===== config.mk =====
export PLATFORM = sky130hd
export DESIGN_NAME = quicksort_lomuto_flat
export DESIGN_NICKNAME = d
export VERILOG_FILES = /design/src/qsl_pkg.sv /design/src/qsl_in_if.sv /design/src/qsl_out_if.sv /design/src/qsl_ram.sv /design/src/quicksort_lomuto.sv /design/src/flat_wrapper.sv
export SDC_FILE = /design/constraint.sdc
export NUM_CORES = 2
export LEC_CHECK = 0
export ABC_CLOCK_PERIOD_IN_PS = 5800
export BUFFER_PORTS_ARGS = -buffer_cell sky130_fd_sc_hd__buf_4
export CORE_MARGIN = 3
export CORE_UTILIZATION = 50
export CTS_CLUSTER_DIAMETER = 100
export DETAILED_ROUTE_END_ITERATION = 16
export GPL_TIMING_DRIVEN = 0
export HOLD_SLACK_MARGIN = 0.08
export PLACE_DENSITY = 0.65
export SLEW_MARGIN = 30
export SYNTH_ARGS = -nofsm -noshare
export SYNTH_HDL_FRONTEND = slang
export SYNTH_SLANG_ARGS = --single-unit

===== constraint.sdc =====
create_clock -name i_clk -period 5.8 [get_ports i_clk]
set_clock_uncertainty 0.05 [all_clocks]
set_input_delay 0.58 -clock i_clk [delete_from_list [all_inputs] [get_ports i_clk]]
set_output_delay 0.58 -clock i_clk [all_outputs]
set_load 0.01 [all_outputs]

===== src/qsl_pkg.sv =====
// ----------------------------------------------------------------------------
// qsl_pkg
// Shared helpers for the quicksort block: address width of a store of a
// given number of entries.
// ----------------------------------------------------------------------------
`default_nettype none

package qsl_pkg;

    // Address bits for a store of n entries (at least one bit).
    function automatic int f_addr_bits(input int n);
        return (n > 1) ? $clog2(n) : 1;
    endfunction

endpackage

`default_nettype wire


===== src/qsl_in_if.sv =====
// ----------------------------------------------------------------------------
// qsl_in_if
// Input channel: one element of the set per item, flag on the final one.
// ----------------------------------------------------------------------------
`default_nettype none

interface qsl_in_if #(
    parameter int VALUE_BITS = 32
);
    logic                  valid;
    logic                  ready;
    logic [VALUE_BITS-1:0] value;
    logic                  last_item;

    modport source (output valid, output value, output last_item, input ready);
    modport sink   (input valid, input value, input last_item, output ready);
endinterface

`default_nettype wire


===== src/qsl_out_if.sv =====
// ----------------------------------------------------------------------------
// qsl_out_if
// Output channel: sorted values, smallest first, flag on the greatest.
// ----------------------------------------------------------------------------
`default_nettype none

interface qsl_out_if #(
    parameter int VALUE_BITS = 32
);
    logic                  valid;
    logic                  ready;
    logic [VALUE_BITS-1:0] sorted_value;
    logic                  last_out;

    modport source (output valid, output sorted_value, output last_out, input ready);
    modport sink   (input valid, input sorted_value, input last_out, output ready);
endinterface

`default_nettype wire


===== src/qsl_ram.sv =====
// ----------------------------------------------------------------------------
// qsl_ram
// Simple dual-port RAM: one write port, one read port, registered read data.
// ----------------------------------------------------------------------------
`default_nettype none

module qsl_ram
    import qsl_pkg::*;
#(
    parameter int DEPTH = 64,
    parameter int WIDTH = 32
) (
    input  wire logic                          i_clk,
    input  wire logic                          i_we,
    input  wire logic [f_addr_bits(DEPTH)-1:0] i_waddr,
    input  wire logic [WIDTH-1:0]              i_wdata,
    input  wire logic [f_addr_bits(DEPTH)-1:0] i_raddr,
    output logic      [WIDTH-1:0]              o_rdata
);

    logic [WIDTH-1:0] r_mem [DEPTH];

    always_ff @(posedge i_clk) begin
        if (i_we) begin
            r_mem[i_waddr] <= i_wdata;
        end
        o_rdata <= r_mem[i_raddr];
    end

endmodule

`default_nettype wire


===== src/quicksort_lomuto.sv =====
// ----------------------------------------------------------------------------
// quicksort_lomuto
// Collects a set of unsigned values, sorts it in place with Lomuto-partition
// quicksort driven from a range stack, and streams it out in ascending order.
// ----------------------------------------------------------------------------
// Load: one item per cycle; the item flagged last (or the one that fills the
//   store) closes the set and input stalls until the set has been emitted.
// Sort: a compare passes S_RD and S_CMP, a swap adds S_SW1 and S_SW2, all
//   bound by the single read and single write port of the element RAM.
// Emit: a RAM read, then an output register load per value, ready permitting.
// Reset (synchronous, active low) empties the store and the range stack.
`default_nettype none

module quicksort_lomuto
    import qsl_pkg::*;
#(
    parameter int DEPTH      = 64,
    parameter int VALUE_BITS = 32
) (
    input  wire logic  i_clk,
    input  wire logic  i_rst_n,
    qsl_in_if.sink     i_item,
    qsl_out_if.source  o_result
);

    localparam int IDXW = f_addr_bits(DEPTH);
    localparam int CNTW = f_addr_bits(DEPTH + 1);
    localparam int STKW = 2 * IDXW;

    typedef enum logic [3:0] {
        S_LOAD, S_START, S_POP, S_POP_W, S_PIV, S_RD, S_CMP,
        S_SW1, S_SW2, S_FIN1, S_FIN2, S_EM_RD, S_EM_LD
    } t_state;

    t_state                r_state;
    logic [CNTW-1:0]       r_count;
    logic [CNTW-1:0]       r_n;
    logic [CNTW-1:0]       r_top;
    logic [IDXW-1:0]       r_lo;
    logic [IDXW-1:0]       r_hi;
    logic [IDXW-1:0]       r_wr;
    logic [IDXW-1:0]       r_j;
    logic [IDXW-1:0]       r_k;
    logic [VALUE_BITS-1:0] r_pivot;
    logic [VALUE_BITS-1:0] r_tmp;
    logic                  r_out_valid;
    logic [VALUE_BITS-1:0] r_out_value;
    logic                  r_out_last;

    // element RAM
    logic                  el_we;
    logic [IDXW-1:0]       el_waddr;
    logic [VALUE_BITS-1:0] el_wdata;
    logic [IDXW-1:0]       el_raddr;
    logic [VALUE_BITS-1:0] el_rdata;

    // range stack RAM
    logic                  st_we;
    logic [IDXW-1:0]       st_waddr;
    logic [STKW-1:0]       st_wdata;
    logic [IDXW-1:0]       st_raddr;
    logic [STKW-1:0]       st_rdata;
    logic [IDXW-1:0]       st_lo;
    logic [IDXW-1:0]       st_hi;

    logic                  in_fire;
    logic                  out_fire;
    logic                  close_set;
    logic                  out_free;
    logic                  k_last;
    logic                  push_left;
    logic                  push_right;
    logic                  stack_room;

    qsl_ram #(.DEPTH(DEPTH), .WIDTH(VALUE_BITS)) u_elem (
        .i_clk   (i_clk),
        .i_we    (el_we),
        .i_waddr (el_waddr),
        .i_wdata (el_wdata),
        .i_raddr (el_raddr),
        .o_rdata (el_rdata)
    );

    qsl_ram #(.DEPTH(DEPTH), .WIDTH(STKW)) u_stack (
        .i_clk   (i_clk),
        .i_we    (st_we),
        .i_waddr (st_waddr),
        .i_wdata (st_wdata),
        .i_raddr (st_raddr),
        .o_rdata (st_rdata)
    );

    assign st_lo = st_rdata[STKW-1:IDXW];
    assign st_hi = st_rdata[IDXW-1:0];

    assign i_item.ready          = (r_state == S_LOAD);
    assign o_result.valid        = r_out_valid;
    assign o_result.sorted_value = r_out_value;
    assign o_result.last_out     = r_out_last;

    assign in_fire    = i_item.valid && i_item.ready;
    assign out_fire   = r_out_valid && o_result.ready;
    assign close_set  = i_item.last_item || (r_count == CNTW'(DEPTH - 1));
    assign out_free   = !r_out_valid || o_result.ready;
    assign k_last     = ((CNTW'(r_k) + CNTW'(1)) == r_n);
    assign stack_room = (r_top < CNTW'(DEPTH));
    // pivot lands at r_wr; keep only subranges of two or more elements
    assign push_left  = ({1'b0, r_wr} > ({1'b0, r_lo} + (IDXW + 1)'(1)));
    assign push_right = ({1'b0, r_hi} > ({1'b0, r_wr} + (IDXW + 1)'(1)));

    always_comb begin
        el_we    = 1'b0;
        el_waddr = r_wr;
        el_wdata = r_tmp;
        case (r_state)
            S_LOAD: begin
                el_we    = in_fire;
                el_waddr = r_count[IDXW-1:0];
                el_wdata = i_item.value;
            end
            S_SW1: begin
                el_we    = 1'b1;
                el_waddr = r_wr;
                el_wdata = r_tmp;
            end
            S_SW2: begin
                el_we    = 1'b1;
                el_waddr = r_j;
                el_wdata = r_tmp;
            end
            S_FIN1: begin
                el_we    = 1'b1;
                el_waddr = r_hi;
                el_wdata = el_rdata;
            end
            S_FIN2: begin
                el_we    = 1'b1;
                el_waddr = r_wr;
                el_wdata = r_pivot;
            end
            default: begin
                el_we = 1'b0;
            end
        endcase
    end

    always_comb begin
        case (r_state)
            S_POP_W: el_raddr = st_hi;
            S_RD:    el_raddr = (r_j == r_hi) ? r_wr : r_j;
            S_CMP:   el_raddr = r_wr;
            S_EM_RD: el_raddr = r_k;
            default: el_raddr = r_j;
        endcase
    end

    always_comb begin
        st_we    = 1'b0;
        st_waddr = r_top[IDXW-1:0];
        st_wdata = {r_lo, r_hi};
        st_raddr = r_top[IDXW-1:0] - IDXW'(1);
        case (r_state)
            S_START: begin
                st_we    = 1'b1;
                st_waddr = '0;
                st_wdata = {IDXW'(0), IDXW'(r_n - CNTW'(1))};
            end
            S_FIN1: begin
                st_we    = push_left && stack_room;
                st_wdata = {r_lo, r_wr - IDXW'(1)};
            end
            S_FIN2: begin
                st_we    = push_right && stack_room;
                st_wdata = {r_wr + IDXW'(1), r_hi};
            end
            default: begin
                st_we = 1'b0;
            end
        endcase
    end

    always_ff @(posedge i_clk) begin
        if (!i_rst_n) begin
            r_state     <= S_LOAD;
            r_count     <= '0;
            r_n         <= '0;
            r_top       <= '0;
            r_out_valid <= 1'b0;
        end else begin
            if (out_fire) begin
                r_out_valid <= 1'b0;
            end
            case (r_state)
                S_LOAD: begin
                    if (in_fire) begin
                        if (close_set) begin
                            r_n     <= r_count + CNTW'(1);
                            r_count <= '0;
                            r_state <= S_START;
                        end else begin
                            r_count <= r_count + CNTW'(1);
                        end
                    end
                end
                S_START: begin
                    r_k <= '0;
                    if (r_n < CNTW'(2)) begin
                        r_top   <= '0;
                        r_state <= S_EM_RD;
                    end else begin
                        r_top   <= CNTW'(1);
                        r_state <= S_POP;
                    end
                end
                S_POP: begin
                    if (r_top == '0) begin
                        r_state <= S_EM_RD;
                    end else begin
                        r_top   <= r_top - CNTW'(1);
                        r_state <= S_POP_W;
                    end
                end
                S_POP_W: begin
                    if (st_lo >= st_hi) begin
                        r_state <= S_POP;
                    end else begin
                        r_lo    <= st_lo;
                        r_hi    <= st_hi;
                        r_wr    <= st_lo;
                        r_j     <= st_lo;
                        r_state <= S_PIV;
                    end
                end
                S_PIV: begin
                    r_pivot <= el_rdata;
                    r_state <= S_RD;
                end
                S_RD: begin
                    r_state <= (r_j == r_hi) ? S_FIN1 : S_CMP;
                end
                S_CMP: begin
                    r_tmp <= el_rdata;
                    if (el_rdata < r_pivot) begin
                        if (r_wr == r_j) begin
                            r_wr    <= r_wr + IDXW'(1);
                            r_j     <= r_j + IDXW'(1);
                            r_state <= S_RD;
                        end else begin
                            r_state <= S_SW1;
                        end
                    end else begin
                        r_j     <= r_j + IDXW'(1);
                        r_state <= S_RD;
                    end
                end
                S_SW1: begin
                    // hold the old entry at wr for the second half of the swap
                    r_tmp   <= el_rdata;
                    r_state <= S_SW2;
                end
                S_SW2: begin
                    r_wr    <= r_wr + IDXW'(1);
                    r_j     <= r_j + IDXW'(1);
                    r_state <= S_RD;
                end
                S_FIN1: begin
                    if (push_left && stack_room) begin
                        r_top <= r_top + CNTW'(1);
                    end
                    r_state <= S_FIN2;
                end
                S_FIN2: begin
                    if (push_right && stack_room) begin
                        r_top <= r_top + CNTW'(1);
                    end
                    r_state <= S_POP;
                end
                S_EM_RD: begin
                    if (out_free) begin
                        r_state <= S_EM_LD;
                    end
                end
                S_EM_LD: begin
                    r_out_valid <= 1'b1;
                    r_out_value <= el_rdata;
                    r_out_last  <= k_last;
                    r_k         <= r_k + IDXW'(1);
                    r_state     <= k_last ? S_LOAD : S_EM_RD;
                end
                default: begin
                    r_state <= S_LOAD;
                end
            endcase
        end
    end

    a_stack_bound: assert property (@(posedge i_clk) disable iff (!i_rst_n)
        r_top <= CNTW'(DEPTH))
        else $error("range stack overflow");

    a_count_bound: assert property (@(posedge i_clk) disable iff (!i_rst_n)
        r_count < CNTW'(DEPTH))
        else $error("load count passed capacity");

    a_part_order: assert property (@(posedge i_clk) disable iff (!i_rst_n)
        (r_state == S_RD || r_state == S_CMP || r_state == S_SW1 || r_state == S_SW2)
        |-> (r_lo <= r_wr && r_wr <= r_j && r_j <= r_hi))
        else $error("partition pointers out of order");

    a_last_done: assert property (@(posedge i_clk) disable iff (!i_rst_n)
        (r_state == S_EM_LD && k_last)
        |=> (r_state == S_LOAD && r_out_valid && r_out_last))
        else $error("final item did not end the set");

endmodule

`default_nettype wire

===== src/flat_wrapper.sv =====
// flat-port wrapper written by rule: the top's interface ports become plain ports
module quicksort_lomuto_flat import qsl_pkg::*;
#(
    parameter int DEPTH      = 64,
    parameter int VALUE_BITS = 32
)
  (i_clk, i_rst_n, i_item_valid, i_item_value, i_item_last_item, i_item_ready, o_result_valid, o_result_sorted_value, o_result_last_out, o_result_ready);
  qsl_in_if #(.VALUE_BITS(VALUE_BITS)) i_item_i ();
  qsl_out_if #(.VALUE_BITS(VALUE_BITS)) o_result_i ();
  input  wire logic i_clk;
  input  wire logic i_rst_n;
  input wire logic [$bits(i_item_i.valid)-1:0] i_item_valid;
  input wire logic [$bits(i_item_i.value)-1:0] i_item_value;
  input wire logic [$bits(i_item_i.last_item)-1:0] i_item_last_item;
  output wire logic [$bits(i_item_i.ready)-1:0] i_item_ready;
  output wire logic [$bits(o_result_i.valid)-1:0] o_result_valid;
  output wire logic [$bits(o_result_i.sorted_value)-1:0] o_result_sorted_value;
  output wire logic [$bits(o_result_i.last_out)-1:0] o_result_last_out;
  input wire logic [$bits(o_result_i.ready)-1:0] o_result_ready;
  assign i_item_i.valid = i_item_valid;
  assign i_item_i.value = i_item_value;
  assign i_item_i.last_item = i_item_last_item;
  assign i_item_ready = i_item_i.ready;
  assign o_result_valid = o_result_i.valid;
  assign o_result_sorted_value = o_result_i.sorted_value;
  assign o_result_last_out = o_result_i.last_out;
  assign o_result_i.ready = o_result_ready;
  quicksort_lomuto #(.DEPTH(DEPTH), .VALUE_BITS(VALUE_BITS)) u_core (.i_clk(i_clk), .i_rst_n(i_rst_n), .i_item(i_item_i), .o_result(o_result_i));
endmodule

Word level (Yosys, flattened, before mapping)
Memory sizes are Yosys's and may differ from the RTL's. A register that Yosys moved wholly into a read port is not among the register bits.
Index checks and enable logic that the tools add are counted.
{"block": "classes", "addsub": 12, "n_lt_le_gt_ge": 6, "eq_ne": 26, "n_mux": 39, "bitwise_logic": 1, "reduce_logical": 27}
{"op": "32-bit one-hot mux with 3 select lines", "count": 1}
{"op": "6-bit one-hot mux with 3 select lines", "count": 3}
{"op": "4-bit one-hot mux with 12 select lines", "count": 1}
{"op": "6-bit 2-to-1 mux", "count": 7}
{"op": "12-bit one-hot mux with 3 select lines", "count": 1}
{"op": "32-bit less-than comparator", "count": 1}
{"op": "4-bit 2-to-1 mux", "count": 7}
{"op": "7-bit 2-to-1 mux", "count": 4}
{"op": "7-bit one-hot mux with 4 select lines", "count": 1}
{"op": "6-bit one-hot mux with 4 select lines", "count": 1}
{"op": "6-bit by 1-bit adder with 7-bit output, second input constant", "count": 3}
{"op": "4-bit == test, second input constant", "count": 5}
{"op": "6-bit by 1-bit adder with 6-bit output, second input constant", "count": 3}
{"op": "6-bit by 1-bit subtractor with 6-bit output, second input constant", "count": 3}
{"op": "4-bit by 3-bit == test with 1-bit output, second input constant", "count": 4}
{"op": "7-bit by 1-bit adder with 7-bit output, second input constant", "count": 2}
{"op": "6-bit by 7-bit > comparator with 1-bit output", "count": 2}
{"op": "6-bit == test", "count": 2}
{"op": "6-bit one-hot mux with 2 select lines", "count": 1}
{"op": "2-bit by 1-bit != test with 1-bit output, second input constant", "count": 5}
{"op": "2-bit AND reduction", "count": 5}
{"op": "3-bit AND reduction", "count": 3}
{"op": "4-bit by 2-bit == test with 1-bit output, second input constant", "count": 2}
{"op": "2-bit != test, second input constant", "count": 4}
{"op": "other kinds (26)", "count": 40}
{"block": "totals", "ff_bits": 153, "mem_bits_rw": 2816, "in_bits": 37, "output_inout_bits": 35, "elab_cells": 127, "mem_count": 2}
{"name": "u_core.u_elem.r_mem", "depth": 64, "width": 32, "rd": 1, "rd_ports_with_merged_regs": 1, "write_ports": 1, "line": "qsl_ram.sv:21", "rtl": "logic [WIDTH-1:0] r_mem [DEPTH];"}
{"name": "u_core.u_stack.r_mem", "depth": 64, "width": 12, "rd": 1, "rd_ports_with_merged_regs": 1, "write_ports": 1, "line": "qsl_ram.sv:21"}

Longest topological paths before layout
{"block": "logic_depth", "word_depth": 6, "depth_mapped": 15, "depth_no_buf": 14}

Hierarchy
Synthesis repeated with hierarchy kept, for this count alone.
{"block": "unflattened", "cells_unflattened": 5586, "area_unflattened_um2": 117437.6}
{"module": "qsl_ram (u_core.u_elem)", "n_inst": 1, "cells_per_inst": 3324, "area_each_um2": 78512.8, "seq_area_each_um2": 62139.6}
{"module": "qsl_ram (u_core.u_stack)", "n_inst": 1, "cells_per_inst": 1339, "area_each_um2": 29851.1, "seq_area_each_um2": 23302.3}
{"module": "quicksort_lomuto", "n_inst": 1, "cells_per_inst": 923, "area_each_um2": 9073.7, "seq_area_each_um2": 4334.2}

Worst setup path before layout
Ideal clock, no wire load.
{"block": "synth_timing", "path_type": "register -> register", "from": "register u_core.r_state[1]", "to": "memory u_core.u_stack.r_mem[0][5] in the netlist's numbering, data pin", "setup_ps": 701, "t_arrival_ps": 4292, "required_time_ps": 5049, "setup_slack_ps": 756, "stages_incl_launch_ff": 11, "n_path_buf": 3, "synth_period_minus_slack_ps": 5044, "cell_sequence": "dfxtp_1 -> clkbuf_1 -> nor2_1 -> and3_1 -> clkbuf_1 -> clkbuf_1 -> nor3_1 -> nor2_1 -> nor2_1 -> xor2_1 -> o21ai_0"}
{"block": "synth_between", "elab_chain_len": 2, "elab_cells_between_ends": 4, "classes_between": "3 x eq/ne; 1 x mux"}
{"item": "start, declared", "line": "quicksort_lomuto.sv:35", "rtl": "t_state r_state;"}
{"item": "start signal, assigned", "line": "quicksort_lomuto.sv:239", "rtl": "r_state <= (r_j == r_hi) ? S_FIN1 : S_CMP;"}
{"item": "start signal, assigned", "line": "quicksort_lomuto.sv:288", "rtl": "r_state <= k_last ? S_LOAD : S_EM_RD;"}
{"item": "4-bit == test or 4-bit by 1-bit == test with 1-bit output (tied branches)", "line": "quicksort_lomuto.sv:162", "rtl": "case (r_state)"}
{"item": "12-bit one-hot mux with 3 select lines *", "line": "quicksort_lomuto.sv:162"}
{"item": "via u_core.st_wdata[5]", "line": "quicksort_lomuto.sv:60", "rtl": "logic [STKW-1:0] st_wdata;"}
{"item": "end, declared", "line": "qsl_ram.sv:21"}
The timed path passes the listed nets; every way through them passes the cells marked *.

Worst setup path after layout
{"block": "layout_timing", "from": "register u_core.r_state[3]", "to": "register u_core.u_elem.o_rdata[24], read port of u_core.u_elem.r_mem"}
{"block": "layout_between", "elab_chain_len": 2, "elab_cells_between_ends": 5, "classes_between": "4 x eq/ne; 1 x mux"}
{"item": "4-bit == test, or another cell as far along", "line": "quicksort_lomuto.sv:148", "rtl": "case (r_state)"}
{"item": "6-bit one-hot mux with 4 select lines *", "line": "quicksort_lomuto.sv:148"}
{"item": "end, declared", "line": "qsl_ram.sv:18", "rtl": "output logic [WIDTH-1:0] o_rdata"}
Mark *: on every way between the ends. The rest lies on a longest branch, timed or not.
A chain may end at the register's enable or synchronous reset.

==> out/metrics.cfg <==
[global_route]
grt_util_met3_pct = 8.49
grt_overflow = 0
grt.busiest_layer = met2
antenna_found_initial = 23
grt_usage_pct = 29.5
grt_pass1_vias = 71975
grt_pass1_wl_mm = 515
grt_use_met1_pct = 41.0
grt_use_met2_pct = 43.9
grt_max_degree = 65

[critical_path]
cp-end-kind = flop
reg2reg_slack_ns = 0.08
r2r_start = u_core.r_state[3]$_SDFFE_PN0P_
worstPathRequired_ns = 6.62
r2r_cells = 13
cp-start-kind = flop
rr_endpoint = u_core.u_elem.o_rdata[24]$_DFF_P_
endpoint = u_core.u_elem.o_rdata[24]$_DFF_P_
cp_max_fo = 10
path_class = flop to flop
cp.arrival_ns = 6.53
critPathLaunch = u_core.r_state[3]$_SDFFE_PN0P_

[finish]
fillers = 17467
final_nets = 8670
areaGrowthSynthToFinish_pct = 18.1
drive_gt1_share_pct = 15.5
final_cells = 11969

[logic_synthesis]
ys_top_cells_by_area = edfxtp_1 (75%), nand2_1 (6.1%), mux4_2 (4.8%), nand3_1 (3.2%), nand4_1 (1.4%)
ys_types = 68
synth_cells = 7901
synth_top_area_share_pct = 74.5
synth-seq-area-share_pct = 75.7
postSynth.asyncResetShare_pct = 0
synth_warnings = 0
synth_top_area_cell = edfxtp_1
synth_seq_cells = 3013
syn_avg_cell_area_um2 = 15.0
synth_edf_count = 2943
syn_nets = 8001
synth_ff_type = edfxtp_1
synth_area_mm2 = 0.119

[floorplan]
die_w_um = 493
dieArea_mm2 = 0.243
row_count = 178
initial_core_util_pct = 50.3
die_h_um = 493
core_area_mm2 = 0.236
ios = 72

[placed_design]
dp_cells = 11395
port_buffers = 71
routabilityCongestion = 0.945
dp_slack_ns = -0.0367
dp.final_hpwl_mm = 260

[run]
drv_cap = 0

[clocking]
cts_root_buf = clkbuf_16
clockBufferDepth = 4
cts_max_level = 5
clk_pin_slew_worst_paths_ns = 0.06
cts_tree = built
clkLatencyLatePin_ns = 0.97
numCtsBuffers = 319
clkSinkCount = 3013
cts_setup_buffers = 0

[drt]
drtAntennaViolNets = 0
drc_errors = 0
drtIter0Drc = 10914
drt_wl_total_mm = 363
avgRoutedWirePerCell_um = 30.3
num_vias = 74775
drt-vias-per-instance = 6.25
first_pass_iters = 6

[sta]
tns_ns = 0
hold_viol = 0
hold_slack_ns = 0.138
rsz0062_at_grt = false
slew_headroom_pct = 19.9
clock.fmax_ghz = 0.175
period_minus_slack_ns = 5.72
tightest_slew_ns = 1.20
maxSlewViolCount = 0
fin_ws_ns = 0.0829
setup_viol = 0
layout_worst_path_cycle_share_pct = 98.6

[pwr]
p_per_area_mw_per_mm2 = 533
p_leak_nw = 46.1
vdd_drop_max_uv = 523
power_mw = 74.6

[status]
status = finished, final reports clean

[min_path]
hold_class = primary input to flop

per-stage QoR:
stage                     area, µm²  util [%]
final                        140000      59.4
after global routing         140000      59.4
after CTS                    140000      59.4
after detailed placement     130000      55.3
after global placement       123000      52.2
after floorplan              119000         -
state kept, by name, summed over array words and instances (netlist names), 12 cells and up:
name / count
u_core.o_result.sorted_value: 32
u_core.r_pivot: 32
u_core.r_tmp: 32
u_core.u_elem.o_rdata: 32
u_core.u_elem.r_mem: 2048
u_core.u_stack.o_rdata: 12
u_core.u_stack.r_mem: 768
layout by cell type (no fill, tap or decap), types with 29 or more instances in the layout:
master / count
a2111oi_0: 29
a21oi_1: 81
a21oi_4: 32
a22oi_1: 68
a31o_1: 32
a31oi_1: 34
a32oi_1: 102
and3_1: 41
buf_16: 172
buf_2: 89
buf_4: 131
buf_8: 38
clkbuf_1: 379
clkbuf_16: 326
clkbuf_2: 40
clkinv_1: 67
clkinv_2: 62
dfxtp_1: 70
edfxtp_1: 2943
ha_1: 62
inv_1: 54
mux2i_1: 147
mux4_2: 252
nand2_1: 1910
nand3_1: 768
nand4_1: 268
nor2_1: 112
nor2_4: 67
nor3_2: 49
o21ai_0: 56
how the worst min path moves through the flow:
stage	startpoint	end	slack, ns	cells after the start
after floorplan	u_core.u_stack.o_rdata[5]$_DFF_P_	u_core.r_hi[5]$_DFFE_PP_	0.38	0
after global placement	u_core.r_count[6]$_SDFFE_PN0P_	u_core.r_count[6]$_SDFFE_PN0P_	0.40	2
after CTS	i_item_value[2]	u_core.u_elem.r_mem[0][2]$_DFFE_PP_	0.1	3
after detailed placement	u_core.r_count[6]$_SDFFE_PN0P_	u_core.r_count[6]$_SDFFE_PN0P_	0.41	2
after global routing	i_item_value[2]	u_core.u_elem.r_mem[0][2]$_DFFE_PP_	0.13	3
final	i_item_value[2]	u_core.u_elem.r_mem[0][2]$_DFFE_PP_	0.14	3
critical path, stage by stage (launching register included):
cell and delay [ns]:
dfxtp_1 0.35, clkbuf_1 0.34, nand2b_1 0.30, a2bb2oi_1 0.36, and3_1 0.26, clkbuf_1 0.51, buf_2 0.56, clkbuf_1 0.84
clkbuf_1 0.68, nand2_1 0.14, nand3_1 0.12, nand4_1 0.33, nand4_1 0.50, a31o_1 0.24
where the power goes:
| part | total, mW | switching [mW] | internal [mW] | leakage [nW] |
|---|---|---|---|---|
| sequential | 30.1 | 0.672 | 29.4 | 27.0 |
| clock | 19.2 | 8.18 | 11.1 | 4.75 |
| combinational | 25.3 | 17.5 | 7.78 | 14.4 |
| total | 74.6 | 26.3 | 48.2 | 46.1 |
cell type report:
cell class | instances | area (µm²) | area share, %
Sequential cell | 3013 | 89800 | 64.1
Multi-Input combinational cell | 4357 | 28000 | 20.0
Clock buffer | 397 | 8430 | 6.02
Timing Repair Buffer | 349 | 6430 | 4.60
Tap cell | 3150 | 3940 | 2.81
Buffer | 475 | 1990 | 1.42
Clock inverter | 161 | 1230 | 0.880
Inverter | 55 | 206 | 0.147
Antenna cell | 12 | 30.0 | 0.0214
cell usage after synthesis, types with 3 or more instances:
| master | n |
|---|---|
| edfxtp_1 | 2943 |
| nand2_1 | 1918 |
| nand3_1 | 768 |
| clkbuf_1 | 342 |
| nand4_1 | 268 |
| mux4_2 | 252 |
| nor2_1 | 193 |
| mux2i_1 | 147 |
| a21oi_1 | 113 |
| a32oi_1 | 102 |
| buf_2 | 82 |
| dfxtp_1 | 70 |
| o21ai_0 | 69 |
| a22oi_1 | 68 |
| nor3_1 | 66 |
| ha_1 | 62 |
| inv_1 | 54 |
| and3_1 | 42 |
| buf_1 | 39 |
| a31oi_1 | 34 |
| a31o_1 | 32 |
| a2111oi_0 | 30 |
| xnor2_1 | 27 |
| xor2_1 | 24 |
| a21o_1 | 18 |
| buf_4 | 12 |
| a211oi_1 | 9 |
| nor2b_1 | 9 |
| and2_1 | 8 |
| mux2_2 | 8 |
| nand2b_1 | 8 |
| or3_1 | 8 |
| a221o_1 | 7 |
| o21a_1 | 7 |
| a221oi_1 | 4 |
| o22ai_1 | 4 |
| o2bb2ai_1 | 4 |
| a311oi_1 | 3 |
| a41oi_1 | 3 |
| nand3b_1 | 3 |
| nor2_2 | 3 |
| or2_2 | 3 |
timing repair:
action,4_1_cts,5_1_grt
pin swaps,0,1
hold buffers,5,0
resized for setup,1,1
hold endpoints to repair,17,0
setup endpoints to repair,7,2
cell families (layout without fill, tap and decap cells):
group                    count (synthesis)  in the layout  synth area share, %
buffers and inverters                  531           1437                 1.81
flip-flops                            3013           3013                 75.7
adder cells (fa/ha/maj)                 63             63                0.671
AO/OA/AOI/OAI                          528            528                 3.17
XOR/XNOR                                51             51                0.377
multiplexers                           407            407                 6.10
other                                    0             12                    0
AND/OR/NAND/NOR                       3308           3308                 12.2
layer usage:
layer	up-vias	wire, µm
li1	31436	-
met1	37895	137000
met2	4662	162000
met3	782	46100
met4	0	17800
met5	-	0
Power figures use the tool's default switching activity.
